--- config.mk ---
export PLATFORM = sky130hd
export DESIGN_NAME = histogram_block_match_ratio_flat
export DESIGN_NICKNAME = d
export VERILOG_FILES = /design/src/hbmr_pkg.sv /design/src/hbmr_in_if.sv /design/src/hbmr_out_if.sv /design/src/hbmr_accum.sv /design/src/hbmr_sub.sv /design/src/hbmr_finish.sv /design/src/histogram_block_match_ratio.sv /design/src/flat_wrapper.sv
export SDC_FILE = /design/constraint.sdc
export NUM_CORES = 2
export LEC_CHECK = 0
export ABC_AREA = 1
export BUFFER_PORTS_ARGS = -buffer_cell sky130_fd_sc_hd__buf_2
export CAP_MARGIN = 20
export CORE_ASPECT_RATIO = 1.4
export CORE_UTILIZATION = 65
export CTS_BUF_LIST = sky130_fd_sc_hd__clkbuf_2 sky130_fd_sc_hd__clkbuf_4 sky130_fd_sc_hd__clkbuf_8
export DETAILED_ROUTE_END_ITERATION = 10
export GPL_TIMING_DRIVEN = 0
export HOLD_SLACK_MARGIN = 0.15
export PLACE_DENSITY = 0.83
export RECOVER_POWER = 50
export SYNTH_ARGS = -nofsm -noshare
export SYNTH_HDL_FRONTEND = slang
export SYNTH_SLANG_ARGS = --single-unit
--- constraint.sdc ---
create_clock -name clk -period 10.7 [get_ports clk]
set_input_delay 2.14 -clock clk [delete_from_list [all_inputs] [get_ports clk]]
set_output_delay 2.14 -clock clk [all_outputs]
set_load 0.01 [all_outputs]
--- src/hbmr_pkg.sv ---
// Package for the histogram block matcher: shared types, constants and sequencer states.
// No dependencies.
package hbmr_pkg;

  localparam int SQ_W       = 40;
  localparam int ROOT_W     = SQ_W / 2;
  localparam int OFS_W      = 6;
  localparam int BIN_W      = 16;
  localparam int SCORE_W    = 32;
  localparam int FRAC_W     = 16;
  localparam int DVD_W      = ROOT_W + FRAC_W;
  localparam int ROOT_STEPS = ROOT_W;
  localparam int DIV_STEPS  = DVD_W;
  localparam int REM_W      = ROOT_W + 4;
  localparam int CNT_W      = $clog2(DIV_STEPS);

  localparam logic [SQ_W-1:0] SQ_MAX = {SQ_W{1'b1}};

  typedef enum logic [2:0] {
    F_IDLE,
    F_ROOT1,
    F_ROOT2,
    F_DIFF,
    F_DIV,
    F_DONE
  } fin_state_t;

  typedef struct packed {
    logic              start;
    logic [SQ_W-1:0]   best_sq;
    logic [SQ_W-1:0]   second_sq;
    logic [OFS_W-1:0]  dx;
    logic [OFS_W-1:0]  dy;
  } hbmr_start_t;

endpackage

--- src/hbmr_in_if.sv ---
// Input channel: one bin pair request with candidate offset and end marks.
// Stand-alone interface, no dependencies.
interface hbmr_in_if;
  logic               valid;
  logic               ready;
  logic [15:0]        ref_bin;
  logic [15:0]        cand_bin;
  logic signed [5:0]  offset_x;
  logic signed [5:0]  offset_y;
  logic               last_bin;
  logic               last_candidate;

  modport source (output valid, ref_bin, cand_bin, offset_x, offset_y, last_bin,
                  last_candidate, input ready);
  modport sink (input valid, ref_bin, cand_bin, offset_x, offset_y, last_bin,
                last_candidate, output ready);
endinterface

--- src/hbmr_out_if.sv ---
// Output channel: best offset and Q16.16 ratio score request.
// Stand-alone interface, no dependencies.
interface hbmr_out_if;
  logic               valid;
  logic               ready;
  logic signed [5:0]  best_x;
  logic signed [5:0]  best_y;
  logic [31:0]        score;

  modport source (output valid, best_x, best_y, score, input ready);
  modport sink (input valid, best_x, best_y, score, output ready);
endinterface

--- src/hbmr_accum.sv ---
// Bin accumulator: squares bin differences, sums per candidate, ranks best two.
// Depends on hbmr_pkg and hbmr_in_if.
module hbmr_accum (
  input  logic                 clk,
  input  logic                 rst,
  hbmr_in_if.sink              cand,
  input  logic                 fin_idle,
  output hbmr_pkg::hbmr_start_t start
);
  import hbmr_pkg::*;

  logic                s1_valid;
  logic [2*BIN_W-1:0]  s1_sq;
  logic                s1_last_bin;
  logic                s1_last_cand;
  logic [OFS_W-1:0]    s1_ox;
  logic [OFS_W-1:0]    s1_oy;
  logic                s1_fin;

  logic [SQ_W-1:0]     partial_sum;
  logic [SQ_W-1:0]     best_square;
  logic [SQ_W-1:0]     second_square;
  logic [OFS_W-1:0]    best_dx;
  logic [OFS_W-1:0]    best_dy;

  logic [BIN_W-1:0]    diff;
  logic [SQ_W:0]       sum_wide;
  logic [SQ_W-1:0]     sum;
  logic [SQ_W-1:0]     best_next;
  logic [SQ_W-1:0]     second_next;
  logic [OFS_W-1:0]    dx_next;
  logic [OFS_W-1:0]    dy_next;
  logic                accept;

  assign s1_fin     = s1_valid && s1_last_bin && s1_last_cand;
  assign cand.ready = fin_idle && !s1_fin;
  assign accept     = cand.valid && cand.ready;

  assign diff = (cand.ref_bin > cand.cand_bin) ? (cand.ref_bin - cand.cand_bin)
                                               : (cand.cand_bin - cand.ref_bin);

  always_ff @(posedge clk) begin
    if (rst) begin
      s1_valid <= 1'b0;
    end else begin
      s1_valid <= accept;
    end
    if (accept) begin
      s1_sq        <= diff * diff;
      s1_last_bin  <= cand.last_bin;
      s1_last_cand <= cand.last_candidate;
      s1_ox        <= cand.offset_x;
      s1_oy        <= cand.offset_y;
    end
  end

  always_comb begin
    sum_wide    = {1'b0, partial_sum} + {{(SQ_W + 1 - 2*BIN_W){1'b0}}, s1_sq};
    sum         = sum_wide[SQ_W] ? SQ_MAX : sum_wide[SQ_W-1:0];
    best_next   = best_square;
    second_next = second_square;
    dx_next     = best_dx;
    dy_next     = best_dy;
    if (sum < best_square) begin
      second_next = best_square;
      best_next   = sum;
      dx_next     = s1_ox;
      dy_next     = s1_oy;
    end else if (sum < second_square) begin
      second_next = sum;
    end
    start.start     = s1_fin;
    start.best_sq   = best_next;
    start.second_sq = second_next;
    start.dx        = dx_next;
    start.dy        = dy_next;
  end

  always_ff @(posedge clk) begin
    if (rst) begin
      partial_sum   <= '0;
      best_square   <= SQ_MAX;
      second_square <= SQ_MAX;
      best_dx       <= '0;
      best_dy       <= '0;
    end else if (s1_valid) begin
      if (!s1_last_bin) begin
        partial_sum <= sum;
      end else if (s1_last_cand) begin
        partial_sum   <= '0;
        best_square   <= SQ_MAX;
        second_square <= SQ_MAX;
        best_dx       <= '0;
        best_dy       <= '0;
      end else begin
        partial_sum   <= '0;
        best_square   <= best_next;
        second_square <= second_next;
        best_dx       <= dx_next;
        best_dy       <= dy_next;
      end
    end
  end

endmodule

--- src/hbmr_sub.sv ---
// Shared subtract and compare unit used by the root, difference and divide steps.
// Depends on hbmr_pkg.
module hbmr_sub (
  input  logic [hbmr_pkg::REM_W-1:0] a,
  input  logic [hbmr_pkg::REM_W-1:0] b,
  output logic [hbmr_pkg::REM_W-1:0] diff,
  output logic                       ge
);
  import hbmr_pkg::*;

  logic [REM_W:0] wide;

  assign wide = {1'b0, a} - {1'b0, b};
  assign diff = wide[REM_W-1:0];
  assign ge   = !wide[REM_W];

endmodule

--- src/hbmr_finish.sv ---
// Window finisher: two digit-serial square roots and a restoring divide on one
// shared subtractor, then the result register. Depends on hbmr_pkg, hbmr_sub, hbmr_out_if.
module hbmr_finish (
  input  logic                  clk,
  input  logic                  rst,
  input  hbmr_pkg::hbmr_start_t start,
  output logic                  fin_idle,
  hbmr_out_if.source            result
);
  import hbmr_pkg::*;

  fin_state_t         state;
  fin_state_t         state_next;

  logic [SQ_W-1:0]    rad;
  logic [SQ_W-1:0]    second_sq;
  logic [ROOT_W-1:0]  root;
  logic [ROOT_W-1:0]  r1;
  logic [REM_W-1:0]   rem;
  logic [DVD_W-1:0]   dvd;
  logic [DVD_W-1:0]   quo;
  logic [ROOT_W:0]    divisor;
  logic [CNT_W-1:0]   cnt;
  logic [OFS_W-1:0]   dx;
  logic [OFS_W-1:0]   dy;

  logic               res_valid;
  logic [OFS_W-1:0]   res_x;
  logic [OFS_W-1:0]   res_y;
  logic [SCORE_W-1:0] res_score;

  logic [REM_W-1:0]   sub_a;
  logic [REM_W-1:0]   sub_b;
  logic [REM_W-1:0]   sub_diff;
  logic               sub_ge;
  logic               load;

  hbmr_sub u_sub (.a(sub_a), .b(sub_b), .diff(sub_diff), .ge(sub_ge));

  assign fin_idle      = (state == F_IDLE);
  assign result.valid  = res_valid;
  assign result.best_x = res_x;
  assign result.best_y = res_y;
  assign result.score  = res_score;

  always_ff @(posedge clk) begin
    if (rst) begin
      state <= F_IDLE;
    end else begin
      state <= state_next;
    end
  end

  always_comb begin
    state_next = state;
    load       = 1'b0;
    sub_a      = {rem[REM_W-3:0], rad[SQ_W-1:SQ_W-2]};
    sub_b      = {{(REM_W - ROOT_W - 2){1'b0}}, root, 2'b01};
    case (state)
      F_IDLE: begin
        if (start.start) begin
          state_next = F_ROOT1;
        end
      end
      F_ROOT1: begin
        if (cnt == '0) begin
          state_next = F_ROOT2;
        end
      end
      F_ROOT2: begin
        if (cnt == '0) begin
          state_next = F_DIFF;
        end
      end
      F_DIFF: begin
        sub_a      = {{(REM_W - ROOT_W){1'b0}}, root};
        sub_b      = {{(REM_W - ROOT_W){1'b0}}, r1};
        state_next = F_DIV;
      end
      F_DIV: begin
        sub_a = {rem[REM_W-2:0], dvd[DVD_W-1]};
        sub_b = {{(REM_W - ROOT_W - 1){1'b0}}, divisor};
        if (cnt == '0) begin
          state_next = F_DONE;
        end
      end
      F_DONE: begin
        if (!res_valid || result.ready) begin
          load       = 1'b1;
          state_next = F_IDLE;
        end
      end
      default: begin
        state_next = F_IDLE;
      end
    endcase
  end

  always_ff @(posedge clk) begin
    case (state)
      F_IDLE: begin
        rad       <= start.best_sq;
        second_sq <= start.second_sq;
        dx        <= start.dx;
        dy        <= start.dy;
        root      <= '0;
        rem       <= '0;
        cnt       <= CNT_W'(ROOT_STEPS - 1);
      end
      F_ROOT1, F_ROOT2: begin
        rad <= {rad[SQ_W-3:0], 2'b00};
        cnt <= cnt - 1'b1;
        if (sub_ge) begin
          rem  <= sub_diff;
          root <= {root[ROOT_W-2:0], 1'b1};
        end else begin
          rem  <= sub_a;
          root <= {root[ROOT_W-2:0], 1'b0};
        end
        if (cnt == '0) begin
          rad  <= second_sq;
          rem  <= '0;
          root <= '0;
          cnt  <= CNT_W'(ROOT_STEPS - 1);
          if (state == F_ROOT1) begin
            r1 <= sub_ge ? {root[ROOT_W-2:0], 1'b1} : {root[ROOT_W-2:0], 1'b0};
          end else begin
            root <= sub_ge ? {root[ROOT_W-2:0], 1'b1} : {root[ROOT_W-2:0], 1'b0};
          end
        end
      end
      F_DIFF: begin
        dvd     <= sub_ge ? {sub_diff[ROOT_W-1:0], {FRAC_W{1'b0}}} : '0;
        divisor <= {1'b0, r1} + 1'b1;
        rem     <= '0;
        quo     <= '0;
        cnt     <= CNT_W'(DIV_STEPS - 1);
      end
      F_DIV: begin
        dvd <= {dvd[DVD_W-2:0], 1'b0};
        quo <= {quo[DVD_W-2:0], sub_ge};
        rem <= sub_ge ? sub_diff : sub_a;
        cnt <= cnt - 1'b1;
      end
      default: begin
      end
    endcase
  end

  always_ff @(posedge clk) begin
    if (rst) begin
      res_valid <= 1'b0;
    end else if (load) begin
      res_valid <= 1'b1;
    end else if (result.ready) begin
      res_valid <= 1'b0;
    end
    if (load) begin
      res_x     <= dx;
      res_y     <= dy;
      res_score <= (quo[DVD_W-1:SCORE_W] != '0) ? {SCORE_W{1'b1}} : quo[SCORE_W-1:0];
    end
  end

endmodule

--- src/histogram_block_match_ratio.sv ---
// Histogram block matcher with ratio test, top level.
// Depends on hbmr_pkg, hbmr_in_if, hbmr_out_if, hbmr_accum, hbmr_finish.
//
// Usage:
//   cand   : one request per bin pair (reference bin, candidate bin, offset,
//            last_bin and last_candidate marks). Bins of a candidate stream
//            one per cycle; last_bin closes a candidate and ranks its distance.
//   result : one request per search window: best offset and Q16.16 score
//            (d2 - d1) / (d1 + 1), saturating.
// Throughput: one bin per cycle within a window. After the last bin of the
//   last candidate, cand.ready stays low while the window is handed over from
//   the accumulator stage, two 20-step square roots, a difference step and a
//   36-step divide run, all on one shared subtractor, and the result register
//   is loaded.
// A pending result waits in its register while the next window streams in;
// if result.ready stays low, the finisher holds and cand.ready stays low
// after the following window ends.
// Reset (rst, synchronous) clears the sums, sets the best/second-best distances
// to all ones and drops result.valid.
module histogram_block_match_ratio (
  input  logic        clk,
  input  logic        rst,
  hbmr_in_if.sink     cand,
  hbmr_out_if.source  result
);
  import hbmr_pkg::*;

  hbmr_start_t start;
  logic        fin_idle;

  hbmr_accum u_accum (
    .clk      (clk),
    .rst      (rst),
    .cand     (cand),
    .fin_idle (fin_idle),
    .start    (start)
  );

  hbmr_finish u_finish (
    .clk      (clk),
    .rst      (rst),
    .start    (start),
    .fin_idle (fin_idle),
    .result   (result)
  );

endmodule

--- src/flat_wrapper.sv ---
// flat-port wrapper written by rule: the top's interface ports become plain ports
module histogram_block_match_ratio_flat import hbmr_pkg::*;
  (clk, rst, cand_valid, cand_ref_bin, cand_cand_bin, cand_offset_x, cand_offset_y, cand_last_bin, cand_last_candidate, cand_ready, result_valid, result_best_x, result_best_y, result_score, result_ready);
  hbmr_in_if cand_i ();
  hbmr_out_if result_i ();
  input  logic clk;
  input  logic rst;
  input wire logic [$bits(cand_i.valid)-1:0] cand_valid;
  input wire logic [$bits(cand_i.ref_bin)-1:0] cand_ref_bin;
  input wire logic [$bits(cand_i.cand_bin)-1:0] cand_cand_bin;
  input wire logic [$bits(cand_i.offset_x)-1:0] cand_offset_x;
  input wire logic [$bits(cand_i.offset_y)-1:0] cand_offset_y;
  input wire logic [$bits(cand_i.last_bin)-1:0] cand_last_bin;
  input wire logic [$bits(cand_i.last_candidate)-1:0] cand_last_candidate;
  output wire logic [$bits(cand_i.ready)-1:0] cand_ready;
  output wire logic [$bits(result_i.valid)-1:0] result_valid;
  output wire logic [$bits(result_i.best_x)-1:0] result_best_x;
  output wire logic [$bits(result_i.best_y)-1:0] result_best_y;
  output wire logic [$bits(result_i.score)-1:0] result_score;
  input wire logic [$bits(result_i.ready)-1:0] result_ready;
  assign cand_i.valid = cand_valid;
  assign cand_i.ref_bin = cand_ref_bin;
  assign cand_i.cand_bin = cand_cand_bin;
  assign cand_i.offset_x = cand_offset_x;
  assign cand_i.offset_y = cand_offset_y;
  assign cand_i.last_bin = cand_last_bin;
  assign cand_i.last_candidate = cand_last_candidate;
  assign cand_ready = cand_i.ready;
  assign result_valid = result_i.valid;
  assign result_best_x = result_i.best_x;
  assign result_best_y = result_i.best_y;
  assign result_score = result_i.score;
  assign result_i.ready = result_ready;
  histogram_block_match_ratio u_core (.clk(clk), .rst(rst), .cand(cand_i), .result(result_i));
endmodule
## Word level (Yosys, flattened, before mapping)

Cells that the tools add are included.

- Order comparisons: 3
- Equality and inequality tests: 10
- $mul: 1
- Mux-type cells: 38
- $add $sub $neg: 6
- Reduce and logical (&&, ||, !) cells: 21

Operators by type and width:

| operator | count |
|---|---|
| $mux W40 | 8 |
| $pmux W36 S2 | 2 |
| $lt A40 B40 Y1 | 2 |
| $pmux W40 S2 | 1 |
| $pmux W23 S3 | 1 |
| $pmux W24 S2 | 1 |
| $mux W23 | 2 |
| $pmux W22 S2 | 1 |
| $add A40 B32 Y41 | 1 |
| $mux W20 | 2 |
| $pmux W20 S2 | 1 |
| $mux W36 | 1 |
| $mul A16 B16 Y32 | 1 |
| $sub A16 B16 Y16 | 2 |
| $mux W6 | 5 |
| $sub A24 B22 Y25 | 1 |
| $pmux W6 S4 | 1 |
| $add A20 B1 Y21 const B | 1 |
| $pmux W3 S6 | 1 |
| $gt A16 B16 Y1 | 1 |
| $mux W16 | 1 |
| $mux W3 | 5 |
| $ne A2 B2 Y1 const B | 4 |
| $reduce_bool A4 Y1 | 2 |
| 17 further kinds | 31 |

- Output and inout bits: 46
- Bits of input ports: 50
- Flip-flop bits (word level): 481
- Logic and storage cells: 106

## Logic depth before layout (Yosys ltp)

- Depth after elaboration: 7
- Gate-level depth with buffers: 43
- Mapped depth without buffers: 42

## Modules after synthesis

A second synthesis with hierarchy kept.

- Cell total of the unflattened synthesis: 4,426
- Area total of the unflattened synthesis: 35,381.4 µm²

Modules (own cells, without submodules):

| module | instances | cells an instance | seq. area each (µm²) | area an instance (µm²) |
|---|---|---|---|---|
| hbmr_accum | 1 | 2,915 | 4,013.8 | 21,142.8 |
| hbmr_finish | 1 | 1,117 | 8,548.2 | 12,363.1 |
| hbmr_sub | 1 | 394 | 0.0 | 1,875.5 |

## Worst setup path after synthesis

No wires, ideal clock.

- Kind: in2reg
- Start point: input port cand_ref_bin[0]
- End point: register u_core.u_accum.s1_sq[27], data pin
- Library setup time: 0.260 ns
- Arrival time: 8.859 ns
- Cell stages on the path: 33
- Path slack: 1.582 ns
- Data required time: 10.440 ns
- Buffers on the path: 0
- Cell sequence: inv_1 > ha_1 > inv_1 > fa_1 > inv_1 > o21ai_2 > a21oi_2 > o21ai_2 > nand2_1 > o211ai_2 > nand2_4 > mux2i_1 > xor2_2 > nor2_1 > fa_1 > inv_1 > fa_1 > inv_1 > fa_1 > fa_1 > fa_1 > inv_1 > fa_1 > inv_1 > ha_1 > a21oi_1 > inv_1 > a31oi_1 > nand2_1 > a21oi_1 > o21bai_1 > a21boi_0 > xnor2_1

- Word-level cells in the longest chain between the ends: 3
- Elaborated cells between the ends (all ways): 5
- Those cells by class: add/sub: 2; mul: 1; order compare: 1; mux: 1

Ends and longest elaborated chain:

| item | line | source |
|---|---|---|
| start: declaration | flat_wrapper.sv:9 | `input wire logic [$bits(cand_i.ref_bin)-1:0] cand_ref_bin;` |
| $sub A16 B16 Y16, or another cell as far along | hbmr_accum.sv:40 | `: (cand.cand_bin - cand.ref_bin);` |
| $mux W16 * | hbmr_accum.sv:39 | `assign diff = (cand.ref_bin > cand.cand_bin) ? (cand.ref_bin - cand.cand_bin)` |
| $mul A16 B16 Y32 * | hbmr_accum.sv:49 | `s1_sq <= diff * diff;` |
| end signal: assignment | hbmr_accum.sv:49 |  |
| end: declaration | hbmr_accum.sv:13 | `logic [2*BIN_W-1:0] s1_sq;` |

Every way passes the cells marked *; elsewhere a longest branch is shown, timed or not.
A chain may end at the register's enable or synchronous reset.

## Worst setup path in the final report

Same ends and word-level chain as after synthesis.

==> impl_summary.log <==
INFO  metric layout_common_cells = 782 x nand2_1, 647 x inv_1, 327 x edfxtp_1
INFO  metric grt_antenna_before_repair = 1
INFO  metric finalSetupViolations = 0
INFO  metric count_of_distinct_cell_types_in_the_synthesized_netlist = 60
INFO  metric synth_top_cells_by_area = edfxtp_1 29%, fa_1 9.9%, ha_1 9.8%
INFO  metric synth_top_family_by_area = adder cells
INFO  metric syn_area = 33700 sq um
INFO  metric gp_routability_congestion = 1.02
INFO  metric timing.hold.ws = 0.422 ns
INFO  metric ctsResizeCount = 0
INFO  metric dr.pass1.iters = 10
INFO  metric synth_enable_flop_cells = 327
INFO  metric maximum_number_of_pins_on_one_net_before_global_route_repair = 66
INFO  metric drt_iter0_markers = 1734
INFO  metric hp-class = reg -> reg
INFO  metric clock_transition_at_the_register_clock_pins_on_the_worst_setup_and_hold_paths_after_cts = 0.06 ns
INFO  metric io_pins = 96
INFO  metric dp_hpwl = 70600 um
INFO  metric timing.final.hold_violations = 0
INFO  metric cp-end-kind = flip-flop
INFO  metric worstSetupStartpointType = input port
INFO  metric yosysSeqAreaShare = 37.2%
INFO  metric synth_compound_area_share = 12.0%
INFO  metric floorplan.initialDensity = 66.0%
INFO  metric clk_path_buf_depth = 3
INFO  metric worst-endpoint-arrival = 10.30 ns
INFO  metric achievable-frequency = 101 MHz
INFO  metric drv_slew = 241
INFO  metric synthCells = 4013
INFO  metric worstPathRequired = 11.11 ns
INFO  metric ctsHtreeMaxLevel = 3
INFO  metric cts_setup_buffers = 0
INFO  metric synth-warning-count = 0
INFO  metric setup_ws_pre_cts = 0.277 ns
INFO  metric max-slew-margin-rel = -123%
INFO  metric share_of_the_synthesized_area_in_the_top_cell_type = 29.1%
INFO  metric avgViaCountPerCell = 5.74
INFO  metric fin_crit_sh = 92.4%
INFO  metric post_synth_xor_area_fraction = 2.79%
INFO  metric grt_pass1_wl = 139000 um
INFO  metric antenna_violating_nets_post_route = 0
INFO  metric syn_to_final_growth = 8.42%
INFO  metric tritoncts = done
INFO  metric mappedNetlistNets = 4494
INFO  metric asyncSetResetFlopFracSynth = 0%
INFO  metric clk-insertion-delay-late = 0.66 ns
INFO  metric crit_path_largest_cell_delay = 0.59 ns
INFO  metric post_synth_fa_ha_maj_area_fraction = 19.7%
INFO  metric vert_die_dim = 272 um
INFO  metric detail_route.wl_per_cell = 17.9 um
INFO  metric clock-sinks = 464
INFO  metric first_global_vias = 28780
INFO  metric drcViolationCount = 4
INFO  metric post_cts_hold_buffer_count = 0
INFO  metric setup_tns_final = 0 ns
INFO  metric io_buf_count = 95
INFO  metric minimum_setup_slack_in_the_final_design = 0.811 ns
INFO  metric run_status = finished with violations
INFO  metric rsz0062_at_grt = no
INFO  metric synth-simple-area-share = 19.1%
INFO  metric grt-ovfl-total = 0
INFO  metric timing.critical_path.fanout_max = 10
INFO  metric ys.flop_type = edfxtp_1
INFO  metric final_period_minus_worst_setup_slack = 9.89 ns
INFO  metric drv_cap = 7
INFO  metric drive_gt1_share = 7.12%
INFO  metric yosys.area.top_type = edfxtp_1
INFO  metric yosys-mux-area-fraction = 0.0890%
INFO  metric layout_commonest_cell = nand2_1
INFO  metric finalClockSkew = 0.0252 ns
INFO  metric slew_worst_pin = 3.34 ns
INFO  metric timing_worst_setup_path_type = in -> reg
INFO  metric die_x = 195 um
INFO  metric post-route-cell-area = 36600 sq um
INFO  metric synthesized_flop_and_latch_total = 464
INFO  metric cpMaxStageDelayCell = fa_1
INFO  metric groute.usage.overall = 33.5%
INFO  metric nets = 4666
INFO  metric die_outline_area = 52800 sq um
INFO  metric floorplan.core_area = 51100 sq um
INFO  metric post_dp_cell_area = 35200 sq um
INFO  metric root_buffer = clkbuf_8
INFO  metric detailroute.via_count = 28073
INFO  metric failed_checks = DRC, capacitance limit, slew limit
INFO  metric fp-row-count = 98
INFO  metric number_of_buffers_added_by_the_clock_tree_synthesis_step = 68
INFO  metric post_synth.cell_area_avg = 8.41 sq um
INFO  metric drt_wl_total = 87400 um
[cell families (layout without fill, tap and decap cells)]
kind of cell / count (synthesis) / in the layout
flip-flops: 464 / 464
XOR/XNOR: 101 / 101
buffers and inverters: 796 / 1024
adder cells (fa/ha/maj): 431 / 431
multiplexers: 3 / 3
AO/OA/AOI/OAI: 703 / 703
other: 0 / 2
AND/OR/NAND/NOR: 1515 / 1515
[critical path, delay by kind of cell]
family	cells	cell delay [ns]
buffers and inverters	10	1.35
and+or+nand+nor	6	1.19
xor gates and xnor gates	1	0.08
adders and majority gates	9	4.00
AOI/OAI and AO/OA	9	1.53
[cell type report]
type                       count  area [sq um]
inverter                     662          2490
buffer                       134           577
timing repair buffer         102           515
antenna                        2          5.00
clock inverter                38           412
clock buffer                  88          1100
multi-input combinational   2753         18100
tap                          650           813
fill                        3969         14600
sequential                   464         12600
[worst paths after layout]
path	startpoint	slack, ns	to	depth (start not counted)
worst max-delay path	cand_ref_bin[0]	0.81	u_core.u_accum.s1_sq[27]	35
worst min register to register	u_core.u_finish.dy[3]	0.42	u_core.u_finish.result.best_y[3]	0
worst max register to register	u_core.u_finish.state[2]	3.53	u_core.u_finish.rem[2]	22
worst min-delay path	u_core.u_finish.dy[3]	0.42	u_core.u_finish.result.best_y[3]	0
[layer usage]
layer	GRT usage, %	vias to the layer above	share of wire, %
met2	63.5	1037	52
met4	28.3	0	9.3
met3	4.57	434	4.9
li1	-	13575	-
met5	0	-	0
met1	31.7	13027	34
[stage by stage]
stage / utilization [%] / instances
after global placement: 68.5 / 4758
after detailed placement: 68.8 / 4764
after floorplan: - / 4013
after CTS: 71.7 / 4890
after global routing: 71.5 / 4892
final: 71.5 / 4893
[state kept, by name, summed over array words and instances (netlist names), 20 cells and up]
signal	count
u_core.u_finish.r1	20
u_core.u_finish.result.score	32
u_core.u_finish.root	20
u_core.u_finish.quo	36
u_core.u_finish.second_sq	40
u_core.u_accum.second_square	40
u_core.u_finish.divisor	21
u_core.u_finish.rem	23
u_core.u_finish.rad	40
u_core.u_accum.partial_sum	40
u_core.u_accum.best_square	40
u_core.u_accum.s1_sq	31
u_core.u_finish.dvd	20
[cell usage after synthesis, types with 6 or more instances]
master and number:
inv_2 10, and2_1 53, a21boi_0 6, nand2_1 782, o2111ai_1 8, xnor2_1 18, nand3b_1 14, o221ai_1 20
dfxtp_1 137, inv_1 647, clkbuf_1 84, o21ai_0 200, o211ai_1 7, edfxtp_1 327, nor3_1 25, nor2_1 321
o21a_1 10, or2_2 19, or2_1 6, a31oi_1 15, xor2_1 77, nor4_1 11, a221oi_1 23, o21bai_1 41
a211oi_1 12, a21o_1 14, buf_2 27, buf_1 15, o21ai_2 6, ha_1 264, nand4_1 28, o21ai_1 13
fa_1 167, nand3_1 239, a21oi_1 306
Power is not shown: default switching activity piles up to over one toggle a cycle in this logic, so the estimate is an artifact.
